### src/rtl/hmcr_pkg.sv
package hmcr_pkg;

    localparam int DEF_COUNT_BITS = 16;
    localparam int PEAK_W         = 16;
    localparam int SCALED_W       = 19;     // 6 * peak fits here
    localparam int NUM_SEG        = 6;
    localparam int K_W            = 3;
    localparam int CHAN_W         = 8;
    localparam int QUO_W          = CHAN_W;
    localparam int NUM_W          = PEAK_W + CHAN_W;   // 255 * d
    localparam int NUM_CHAN       = 3;
    localparam int FULL_CHAN      = 255;
    localparam int APB_DATA_W     = 32;
    localparam int APB_ADDR_W     = 2;

    localparam logic [APB_ADDR_W-1:0] ADDR_PEAK = 2'd0;
    localparam logic [PEAK_W-1:0]     PEAK_RESET = 16'd1;

    // How one channel moves across a segment, bottom color to top color.
    typedef enum logic [1:0] {
        RAMP_ZERO,      // 0 at both ends
        RAMP_FULL,      // 255 at both ends
        RAMP_RISE,      // 0 -> 255
        RAMP_FALL       // 255 -> 0
    } t_ramp;

    // Sideband that rides along the divider stages.
    typedef struct packed {
        logic           in_range;
        logic [K_W-1:0] seg;
    } t_side;

    // [segment][red, green, blue]
    localparam t_ramp RAMP_TABLE [0:2**K_W-1][0:NUM_CHAN-1] = '{
        '{RAMP_ZERO, RAMP_ZERO, RAMP_RISE},   // black -> blue
        '{RAMP_ZERO, RAMP_RISE, RAMP_FULL},   // blue -> cyan
        '{RAMP_ZERO, RAMP_FULL, RAMP_RISE},   // green -> cyan
        '{RAMP_FALL, RAMP_FULL, RAMP_ZERO},   // yellow -> green
        '{RAMP_FULL, RAMP_RISE, RAMP_ZERO},   // red -> yellow
        '{RAMP_FULL, RAMP_FALL, RAMP_FALL},   // white -> red
        '{RAMP_ZERO, RAMP_ZERO, RAMP_ZERO},
        '{RAMP_ZERO, RAMP_ZERO, RAMP_ZERO}
    };

    function automatic logic [CHAN_W-1:0] chan_pick(
        input t_ramp             kind,
        input logic [CHAN_W-1:0] up,
        input logic [CHAN_W-1:0] down
    );
        logic [CHAN_W-1:0] v;
        unique case (kind)
            RAMP_ZERO: v = '0;
            RAMP_FULL: v = CHAN_W'(FULL_CHAN);
            RAMP_RISE: v = up;
            RAMP_FALL: v = down;
            default:   v = '0;
        endcase
        return v;
    endfunction

endpackage

### src/rtl/heat_map_color_ramp.sv
// Channel    | Dir | Handshake                    | Contents
// s (count)  | in  | i_s_tvalid / o_s_tready      | tdata: count
// m (color)  | out | o_m_tvalid / i_m_tready      | tdata: red, green, blue, alpha; tuser: in_range
// apb (cfg)  | in  | psel, penable, pwrite, pready| reg 0 at 0x0: peak_count
//
// One count per clock while the output is not stalled; stages: range check and 6 * count,
// segment select, scale by 255, eight one-bit divider stages (255*d / peak), output register.
// Synchronous active-low reset clears all valid bits; peak_count resets to 1.
// A stall on the output only holds stages that are full; empty stages keep
// filling, so bubbles are squeezed out before the input is held off.
module heat_map_color_ramp #(
    parameter  int COUNT_BITS = hmcr_pkg::DEF_COUNT_BITS,
    localparam int TDATA_IN_W = ((COUNT_BITS + 7) / 8) * 8
) (
    input  logic                              i_clk,
    input  logic                              i_rst_n,
    // input stream
    input  logic                              i_s_tvalid,
    output logic                              o_s_tready,
    input  logic [TDATA_IN_W-1:0]             i_s_tdata,   // [COUNT_BITS-1:0] count
    // output stream
    output logic                              o_m_tvalid,
    input  logic                              i_m_tready,
    output logic [31:0]                       o_m_tdata,   // red, green, blue, alpha
    output logic                              o_m_tuser,   // in_range
    // config
    input  logic                              psel,
    input  logic                              penable,
    input  logic                              pwrite,
    input  logic [hmcr_pkg::APB_ADDR_W-1:0]   paddr,
    input  logic [hmcr_pkg::APB_DATA_W-1:0]   pwdata,
    output logic [hmcr_pkg::APB_DATA_W-1:0]   prdata,
    output logic                              pready
);
    import hmcr_pkg::*;

    localparam int CW   = (COUNT_BITS > PEAK_W) ? COUNT_BITS : PEAK_W;
    localparam int NSTG = 3 + QUO_W + 1;

    // config register
    logic [PEAK_W-1:0] r_peak;

    always_ff @(posedge i_clk) begin
        if (!i_rst_n) begin
            r_peak <= PEAK_RESET;
        end else if (psel && penable && pwrite && pready && (paddr == ADDR_PEAK)) begin
            r_peak <= pwdata[PEAK_W-1:0];
        end
    end

    assign pready = 1'b1;
    assign prdata = (paddr == ADDR_PEAK) ? APB_DATA_W'(r_peak) : '0;

    // stage valids and per-stage load enables
    logic [NSTG-1:0] w_v;
    logic [NSTG-1:0] w_en;

    always_comb begin
        w_en[NSTG-1] = !w_v[NSTG-1] || i_m_tready;
        for (int i = NSTG - 2; i >= 0; i--) begin
            w_en[i] = !w_v[i] || w_en[i+1];
        end
    end

    assign o_s_tready = w_en[0];

    // stage 1: range check, 6 * count
    logic [CW-1:0]       w_c;
    logic                w_in_range;
    logic [SCALED_W-1:0] w_c16;
    logic                r_s1_v;
    logic                r_s1_in;
    logic [SCALED_W-1:0] r_s1_scaled;

    always_comb begin
        w_c        = CW'(i_s_tdata[COUNT_BITS-1:0]);
        w_in_range = (w_c != '0) && (w_c <= CW'(r_peak));
        w_c16      = SCALED_W'(w_c[PEAK_W-1:0]);
    end

    always_ff @(posedge i_clk) begin
        if (!i_rst_n) begin
            r_s1_v <= 1'b0;
        end else if (w_en[0]) begin
            r_s1_v <= i_s_tvalid;
        end
    end

    always_ff @(posedge i_clk) begin
        if (w_en[0]) begin
            r_s1_in     <= w_in_range;
            r_s1_scaled <= (w_c16 << 2) + (w_c16 << 1);
        end
    end

    // stage 2: segment and offset d = 6c - k*peak
    logic [SCALED_W-1:0] w_mul [0:2**K_W-1];
    logic [K_W-1:0]      w_k;
    logic [SCALED_W-1:0] w_d;
    logic                r_s2_v;
    t_side               r_s2_side;
    logic [PEAK_W-1:0]   r_s2_d;

    always_comb begin
        for (int j = 0; j < 2**K_W; j++) begin
            w_mul[j] = (j < NUM_SEG) ? SCALED_W'(r_peak) * SCALED_W'(j) : '0;
        end
        w_k = '0;
        for (int j = 1; j < NUM_SEG; j++) begin
            if (r_s1_scaled > w_mul[j]) begin
                w_k = K_W'(j);
            end
        end
        w_d = r_s1_scaled - w_mul[w_k];
    end

    always_ff @(posedge i_clk) begin
        if (!i_rst_n) begin
            r_s2_v <= 1'b0;
        end else if (w_en[1]) begin
            r_s2_v <= r_s1_v;
        end
    end

    always_ff @(posedge i_clk) begin
        if (w_en[1]) begin
            r_s2_side.in_range <= r_s1_in;
            r_s2_side.seg      <= w_k;
            r_s2_d             <= w_d[PEAK_W-1:0];
        end
    end

    // stage 3: numerator 255 * d
    logic             r_s3_v;
    t_side            r_s3_side;
    logic [NUM_W-1:0] r_s3_num;

    always_ff @(posedge i_clk) begin
        if (!i_rst_n) begin
            r_s3_v <= 1'b0;
        end else if (w_en[2]) begin
            r_s3_v <= r_s2_v;
        end
    end

    always_ff @(posedge i_clk) begin
        if (w_en[2]) begin
            r_s3_side <= r_s2_side;
            r_s3_num  <= {r_s2_d, CHAN_W'(0)} - NUM_W'(r_s2_d);
        end
    end

    // divider: one quotient bit per stage, MSB first
    logic [QUO_W:0]   w_dv;
    logic [NUM_W-1:0] w_drem  [0:QUO_W];
    logic [QUO_W-1:0] w_dquo  [0:QUO_W];
    t_side            w_dside [0:QUO_W];

    assign w_dv[0]    = r_s3_v;
    assign w_drem[0]  = r_s3_num;
    assign w_dquo[0]  = '0;
    assign w_dside[0] = r_s3_side;

    for (genvar g = 0; g < QUO_W; g++) begin : g_div
        hmcr_div_stage #(
            .BIT (QUO_W - 1 - g)
        ) u_stage (
            .i_clk   (i_clk),
            .i_rst_n (i_rst_n),
            .i_en    (w_en[3+g]),
            .i_valid (w_dv[g]),
            .i_rem   (w_drem[g]),
            .i_quo   (w_dquo[g]),
            .i_side  (w_dside[g]),
            .i_peak  (r_peak),
            .o_valid (w_dv[g+1]),
            .o_rem   (w_drem[g+1]),
            .o_quo   (w_dquo[g+1]),
            .o_side  (w_dside[g+1])
        );
    end

    // output stage
    logic [CHAN_W:0]   w_ceil;
    logic [CHAN_W-1:0] w_up;
    logic [CHAN_W-1:0] w_down;
    logic [31:0]       n_out_data;
    t_side             w_fs;
    logic              r_out_v;
    logic [31:0]       r_out_data;
    logic              r_out_user;

    always_comb begin
        w_fs   = w_dside[QUO_W];
        w_up   = w_dquo[QUO_W];
        // falling ramp: 255 - ceil(255*d/peak)
        w_ceil = (CHAN_W+1)'(w_up) + (CHAN_W+1)'(w_drem[QUO_W] != '0);
        w_down = CHAN_W'((CHAN_W+1)'(FULL_CHAN) - w_ceil);
        n_out_data = '0;
        if (w_fs.in_range) begin
            for (int ch = 0; ch < NUM_CHAN; ch++) begin
                n_out_data[ch*CHAN_W +: CHAN_W] =
                    chan_pick(RAMP_TABLE[w_fs.seg][ch], w_up, w_down);
            end
            n_out_data[NUM_CHAN*CHAN_W +: CHAN_W] = CHAN_W'(FULL_CHAN);
        end
    end

    always_ff @(posedge i_clk) begin
        if (!i_rst_n) begin
            r_out_v <= 1'b0;
        end else if (w_en[NSTG-1]) begin
            r_out_v <= w_dv[QUO_W];
        end
    end

    always_ff @(posedge i_clk) begin
        if (w_en[NSTG-1]) begin
            r_out_data <= n_out_data;
            r_out_user <= w_fs.in_range;
        end
    end

    assign w_v[0]            = r_s1_v;
    assign w_v[1]            = r_s2_v;
    assign w_v[2]            = r_s3_v;
    assign w_v[3 +: QUO_W]   = w_dv[QUO_W:1];
    assign w_v[NSTG-1]       = r_out_v;

    assign o_m_tvalid = r_out_v;
    assign o_m_tdata  = r_out_data;
    assign o_m_tuser  = r_out_user;

endmodule

### src/rtl/hmcr_div_stage.sv
module hmcr_div_stage #(
    parameter int BIT = 0
) (
    input  logic                         i_clk,
    input  logic                         i_rst_n,
    input  logic                         i_en,
    input  logic                         i_valid,
    input  logic [hmcr_pkg::NUM_W-1:0]   i_rem,
    input  logic [hmcr_pkg::QUO_W-1:0]   i_quo,
    input  hmcr_pkg::t_side              i_side,
    input  logic [hmcr_pkg::PEAK_W-1:0]  i_peak,
    output logic                         o_valid,
    output logic [hmcr_pkg::NUM_W-1:0]   o_rem,
    output logic [hmcr_pkg::QUO_W-1:0]   o_quo,
    output hmcr_pkg::t_side              o_side
);
    import hmcr_pkg::*;

    logic [NUM_W-1:0] w_sub;
    logic             w_ge;
    logic [NUM_W-1:0] n_rem;
    logic [QUO_W-1:0] n_quo;

    logic             r_valid;
    logic [NUM_W-1:0] r_rem;
    logic [QUO_W-1:0] r_quo;
    t_side            r_side;

    // one restoring step: try peak << BIT
    always_comb begin
        w_sub = NUM_W'(i_peak) << BIT;
        w_ge  = (i_rem >= w_sub);
        n_rem = w_ge ? (i_rem - w_sub) : i_rem;
        n_quo = i_quo;
        n_quo[BIT] = w_ge;
    end

    always_ff @(posedge i_clk) begin
        if (!i_rst_n) begin
            r_valid <= 1'b0;
        end else if (i_en) begin
            r_valid <= i_valid;
        end
    end

    always_ff @(posedge i_clk) begin
        if (i_en) begin
            r_rem  <= n_rem;
            r_quo  <= n_quo;
            r_side <= i_side;
        end
    end

    assign o_valid = r_valid;
    assign o_rem   = r_rem;
    assign o_quo   = r_quo;
    assign o_side  = r_side;

endmodule
### config.mk
export PLATFORM = sky130hd
export DESIGN_NAME = heat_map_color_ramp
export DESIGN_NICKNAME = d
export VERILOG_FILES = /design/src/rtl/hmcr_pkg.sv /design/src/rtl/heat_map_color_ramp.sv /design/src/rtl/hmcr_div_stage.sv
export SDC_FILE = /design/constraint.sdc
export NUM_CORES = 1
export LEC_CHECK = 0
export ABC_AREA = 1
export CAP_MARGIN = 40
export CORE_MARGIN = 8
export CORE_UTILIZATION = 30
export DETAILED_ROUTE_END_ITERATION = 8
export DONT_BUFFER_PORTS = 1
export HOLD_SLACK_MARGIN = 0.02
export SLEW_MARGIN = 10
export SYNTH_ARGS = -nofsm -noshare
export SYNTH_HDL_FRONTEND = slang
export SYNTH_SLANG_ARGS = --single-unit
### constraint.sdc
create_clock -name i_clk -period 6.15 [get_ports i_clk]
set_clock_uncertainty 0.05 [all_clocks]
set_input_delay 0.3075 -clock i_clk [delete_from_list [all_inputs] [get_ports i_clk]]
set_output_delay 0.3075 -clock i_clk [all_outputs]
set_load 0.1 [all_outputs]
* After elaboration in Yosys (flattened, before gate mapping) *
Memory sizes are Yosys's and may differ from the RTL's.
Index checks and enable logic that the tools add are counted.

operators by class
  add/subtract/negate cells = 13
  $mul = 2
  divide/modulo/power cells = 0
  order comparisons = 16
  equality and inequality tests = 9
  shifts and indexed selects = 0
  mux-type cells = 23
  bitwise operators = 2
  reduce and logical (&&, ||, !) cells = 34

operators by type and width
  operator            number
  $mux 24             8
  $pmux 8 s4          3
  $bmux 19 s3         1
  $mux 16             3
  $sub 24x16->24      2
  $gt 19x18->1        2
  $mux 32             1
  $ge 24x16->1        1
  $ge 24x17->1        1
  $ge 24x18->1        1
  $ge 24x19->1        1
  $ge 24x20->1        1
  $ge 24x21->1        1
  $ge 24x22->1        1
  $ge 24x23->1        1
  $reduce_bool 24->1  1
  $sub 24x17->24      1
  $sub 24x18->24      1
  $sub 24x19->24      1
  $sub 24x20->24      1
  $sub 24x21->24      1
  $sub 24x22->24      1
  $sub 24x23->24      1
  $add 18x17->19      1
  21 further kinds    62

word-level totals
  bits in registers = 389
  latch bits = 0
  bits in writable memories = 0
  memory bits (read-only) = 48
  bits of input ports = 57
  output and inout bits = 68
  memories kept = 1

memories
  memory            words  width  rd ports  clocked after memory_dff  write ports  line                        source
  (name not given)  8      6      1         0                         0            heat_map_color_ramp.sv:203  chan_pick(RAMP_TABLE[w_fs.seg][ch], w_up, w_down);

* Logic depth before layout (Yosys ltp) *
  depth after elaboration = 13
  mapped depth = 45
  mapped depth without buffers = 44

* Modules after synthesis *
From an unflattened synthesis, not the netlist that was laid out.

second synthesis, totals
  cell total of the unflattened synthesis = 4374
  area, all modules = 33086.7 um^2

modules (own cells, without submodules)
  module                             times used  cells an instance  area each (um^2)  seq. area each (um^2)
  heat_map_color_ramp                1           1368               10940.5           3163.0
  hmcr_div_stage (g_div[7].u_stage)  1           396                2975.4            1101.1
  hmcr_div_stage (g_div[6].u_stage)  1           403                2836.5            1101.1
  hmcr_div_stage (g_div[5].u_stage)  1           407                2812.7            1101.1
  hmcr_div_stage (g_div[4].u_stage)  1           382                2807.7            1101.1
  hmcr_div_stage (g_div[3].u_stage)  1           340                2746.4            1101.1
  hmcr_div_stage (g_div[2].u_stage)  1           371                2701.3            1101.1
  hmcr_div_stage (g_div[0].u_stage)  1           359                2645.0            1101.1
  hmcr_div_stage (g_div[1].u_stage)  1           348                2621.3            1101.1

* Least setup slack after synthesis *
OpenSTA, ideal clock, no wires.

  path kind = register to register
  start point = register r_peak[1]
  end point = register r_s2_d[14], data pin
  setup time = 260 ps
  arrival = 5474 ps
  required time = 5840 ps
  slack = 366 ps
  cell stages (with the launch flop) = 42
  path buffers = 1
  period minus slack after synthesis = 5784 ps
  path through = dfxtp_1 ha_1 ha_1 inv_1 fa_1 nand3b_1 nand2_1 a21oi_1 o21ai_1 nand3_1 nand2_1 nand2_1 nand2_1 a21oi_1 xor2_1 ha_1 nand4_1 inv_1 (+6 left out) nand3_1 o311ai_1 nand2_1 ha_1 nand3_1 nand2_1 nand3_1 nand2_1 nand3_1 nand2_1 nand3_1 nand2_1 nand3_1 nand2_1 a21oi_1 nor2_1 nor2_1 xor2_1

RTL lines
  element                                         line                                                    source
  start: declaration                              heat_map_color_ramp.sv:41                               logic [PEAK_W-1:0] r_peak;
  start signal: assignment                        heat_map_color_ramp.sv:47                               r_peak <= pwdata[PEAK_W-1:0];
  $mul 16x2->18 or $gt 19x17->1 (tied branches)   heat_map_color_ramp.sv:106, heat_map_color_ramp.sv:110
  $gt 19x18->1 or $mux 3 (tied branches)          heat_map_color_ramp.sv:110                              if (r_s1_scaled > w_mul[j]) begin
  $mux 3 (2 in a row)                             heat_map_color_ramp.sv:110
  $mux 3 (*)                                      heat_map_color_ramp.sv:110
  net w_k[1]                                      heat_map_color_ramp.sv:98                               logic [K_W-1:0] w_k;
  $not 3->4 (implied by the code) (*)             heat_map_color_ramp.sv:114                              w_d = r_s1_scaled - w_mul[w_k];
  $bmux 19 s3 (*)                                 heat_map_color_ramp.sv:114
  $mux 16 (implied by the code) (*) (2 in a row)  heat_map_color_ramp.sv:114
  $sub 16x16->16 (*)                              heat_map_color_ramp.sv:114
  net w_d[14]                                     heat_map_color_ramp.sv:99                               logic [SCALED_W-1:0] w_d;
  end signal: assignment                          heat_map_color_ramp.sv:129                              r_s2_d <= w_d[PEAK_W-1:0];
  end: declaration                                heat_map_color_ramp.sv:102                              logic [PEAK_W-1:0] r_s2_d;

Mark *: on every way through the listed nets, which the timed path passes. The rest lies on a longest branch. The select of a mux whose other input is x is not followed.
A chain may end at the register's enable or synchronous reset.

* Worst setup path in the final report *
  start point = register r_peak[2]
  end point = register r_s2_d[14], data pin

on the way
  cells in the longest elaborated chain, start to end = 11

RTL lines
  element                                                               line
  parallel branches: the longest is 7 deep, another holds $gt 19x18->1  n/a
  $bmux 19 s3 (*)                                                       heat_map_color_ramp.sv:114
  $mux 16 (implied by the code) (*) (2 in a row)                        heat_map_color_ramp.sv:114
  $sub 16x16->16 (*)                                                    heat_map_color_ramp.sv:114
  net w_d[14]                                                           heat_map_color_ramp.sv:99

Mark *: on every way through the listed nets, which the timed path passes. The select of a mux whose other input is x is not followed.

==> qor.csv <==
metric;value;unit
outcome;finished, final reports clean;
share_of_post_route_cells_with_drive_strength_above_1;0.0879;
pwr-share-clk;0.184;
critPathCaptureType;flop;
fp-row-count;109;
cpPeakStageDelay;0.38;ns
reg2regPathDepth;43;
drt-initial-drc-count;1245;
postSynthCellCount;2982;
initial_utilization;0.303;
peak_freq;175;MHz
internal-power;8910;uW
postLayoutSetupSlackWorst;0.452;ns
critical_path_arrival;6.00;ns
port_buffers;0;
min-delay-path-class;input pin to flop;
core_util_final;0.350;
maxCapViolations;0;
asyncSetResetFlopFracSynth;0;
place_hpwl;51900;um
number_of_antenna_violations_at_the_first_check_in_global_routing;3;
root_buffer;sky130_fd_sc_hd__clkbuf_16;
yosysTopAreaCell;sky130_fd_sc_hd__edfxtp_1;
grt_overflow;0;
maximum_fanout_encountered_on_the_critical_timing_path;8;
synth.cells.most_frequent;sky130_fd_sc_hd__nand2_1 (541), sky130_fd_sc_hd__edfxtp_1 (352), sky130_fd_sc_hd__ha_1 (320);
synth-edff-count;352;
cts_htree_levels;2;
detailedRoute.firstPassIterationCount;6;
cp_common_cell;sky130_fd_sc_hd__nand2_1;
synth.cell_area;26800;sq um
vias_in_the_first_global_route;20200;
drc_violations;0;
slew-limit-headroom;0.397;
groute.usage.overall;0.128;
grt_first_pass_wirelength;103000;um
cpMaxStageDelayCell;sky130_fd_sc_hd__dfxtp_4;
core-area;88500;sq um
timing.final.crit_period;5.70;ns
vias;20800;
vias_per_cell;4.85;
routedWlPerCell;15.3;um
die_area;99300;sq um
worst_setup_hold_path_clk_slew;0.06;ns
worst-setup-path-type;flop to flop;
worstMarginPinSlew;0.907;ns
finalWeightedCongestion;0.884;
num_io_pins;125;
clock_latency;0.60;ns
yosys_most_used_dff;sky130_fd_sc_hd__edfxtp_1;
post_synth_main_area_contributors;sky130_fd_sc_hd__edfxtp_1 (39%), sky130_fd_sc_hd__ha_1 (15%), sky130_fd_sc_hd__nand2_1 (7.6%);
netlist.area_leader.share;0.394;
ir_drop;0.000233;V
grt_max_degree;39;
power_per_unit_of_standard_cell_area;482;nW/um^2
syn_area_per_cell;9.00;sq um
power.share.combinational;0.469;
tritoncts_clock_tree;done;
timing.setup.tns;0;ns
most_common_cell_in_the_synthesized_netlist;sky130_fd_sc_hd__nand2_1;
cts-root-to-sink-buffers;3;
detailedPlace.worstSlack;0.199;ns
ys.warnings.count;0;
floorplan_die_height;315;um
chipWidth;315;um
final_hold_viol_count;0;
postRouteWirelength;65700;um
slew_violations;0;
layout_overhead_on_the_synthesized_area;15.5;%
power.switching_fraction;0.404;
nets;3480;
total_clock_sinks;380;
post_synthesis_sequential_area_ratio;0.415;
critical_path_required;6.45;ns
synth.distinct_cells;69;
number_of_cells_traversed_by_the_worst_hold_path;2;
detail-route-antenna-nets;0;
finalCritPeriodShare;0.927;
cts-buffers-inserted;44;
startpoint_type;flop;
power_leakage;0.0128;uW
power.sequential.fraction;0.347;
post_synthesis_register_bit_count;380;
setup_viol;0;
switchingPower;6040;uW
final.hold.worst_slack;0.0624;ns
[flip-flops by register name, indices dropped and copies added (netlist names)]
| name | flops |
|---|---|
| r_s1_v | 1 |
| r_s3_v | 1 |
| r_s1_scaled | 18 |
| r_s2_v | 1 |
| r_s1_in | 1 |
| r_s3_num | 24 |
| r_s2_side | 4 |
| g_div.u_stage.o_valid | 8 |
| r_s2_d | 16 |
| r_s3_side | 4 |
| r_peak | 16 |
| g_div.u_stage.o_rem | 192 |
| o_m_tdata | 25 |
| g_div.u_stage.o_quo | 36 |
| g_div.u_stage.o_side | 32 |
| o_m_tvalid | 1 |
[through the flow]
step                power [uW]  area [sq um]  cells
finish                   14900         31000   4295
global route             16200         31000   4293
CTS                      15000         30700   4285
detailed placement       12200         29000   4181
global placement         11900         28500   4154
floorplan                10500         26900   2997
[repair_timing]
| item | 4_1_cts | 5_1_grt |
|---|---|---|
| hold buffers | 22 | 0 |
| hold endpoints to repair | 23 | 0 |
| endpoints found under the setup margin | 0 | 7 |
| gates resized for setup | 0 | 36 |
| setup buffers | 0 | 4 |
[logic make-up (layout without fill, tap and decap cells)]
kind of cell    after synthesis  after routing  synth area share
compound gates              648            648             0.133
xor+xnor                    213            213            0.0695
fa+ha+maj                   332            332             0.158
buf+inv                     370            500            0.0568
flops                       380            380             0.415
mux                           1              1          0.000420
other cells                   2             20          0.000280
simple gates               1036           1036             0.167
[layout make-up]
cell class | instances | area [sq um]
Inverter | 305 | 1150
Sequential cell | 380 | 11200
Tap cell | 1165 | 1460
Multi-Input combinational cell | 2247 | 14400
Timing Repair Buffer | 113 | 1280
Fill cell | 8909 | 57500
Clock buffer | 52 | 1160
Antenna cell | 3 | 7.51
Clock inverter | 30 | 380
[power by group through the flow]
stage / Sequential, uW / Clock, uW / Combinational [uW]
floorplan: 5130 / 0 / 5390
global placement: 5370 / 0 / 6540
detailed placement: 5260 / 0 / 6890
CTS: 5210 / 2830 / 6950
global route: 5310 / 2920 / 7950
finish: 5190 / 2750 / 7000
[worst max-delay path, delay by kind of cell (launching register included)]
kind / cells / cell delay (ns)
AND/OR/NAND/NOR: 31 / 2.89
adder cells (fa/ha/maj): 3 / 0.89
AO/OA/AOI/OAI: 6 / 0.81
flip-flops: 1 / 0.38
XOR/XNOR: 2 / 0.23
buffers and inverters: 1 / 0.17
[per-layer routing]
metal  global-route usage  up-vias  share of wire
met4               0.0450        2          0.034
li1                     -    10600              -
met3               0.0219      116          0.063
met1                0.160     9602           0.44
met5                    0        -        0.00018
met2                0.222      506           0.47
[worst paths after layout]
check                                       start                                     to  slack (ns)
min                                       i_rst_n  g_div[6].u_stage.o_valid$_SDFFE_PN0P_        0.06
min reg2reg  g_div[1].u_stage.o_side[0]$_DFFE_PP_   g_div[2].u_stage.o_side[0]$_DFFE_PP_        0.35
max reg2reg                r_peak[2]$_SDFFE_PN0P_                   r_s2_d[14]$_DFFE_PP_        0.45
max                        r_peak[2]$_SDFFE_PN0P_                   r_s2_d[14]$_DFFE_PP_        0.45
[cell usage in the layout (no fill, tap or decap), types with 83 or more instances in the layout]
| cell type | instances |
|---|---|
| sky130_fd_sc_hd__nand3_1 | 113 |
| sky130_fd_sc_hd__edfxtp_1 | 352 |
| sky130_fd_sc_hd__xor2_1 | 130 |
| sky130_fd_sc_hd__a21oi_1 | 305 |
| sky130_fd_sc_hd__o21ai_0 | 167 |
| sky130_fd_sc_hd__inv_1 | 289 |
| sky130_fd_sc_hd__xnor2_1 | 83 |
| sky130_fd_sc_hd__ha_1 | 314 |
| sky130_fd_sc_hd__nand2_1 | 540 |
| sky130_fd_sc_hd__nor2_1 | 210 |
(Power assumes the default switching activity.)
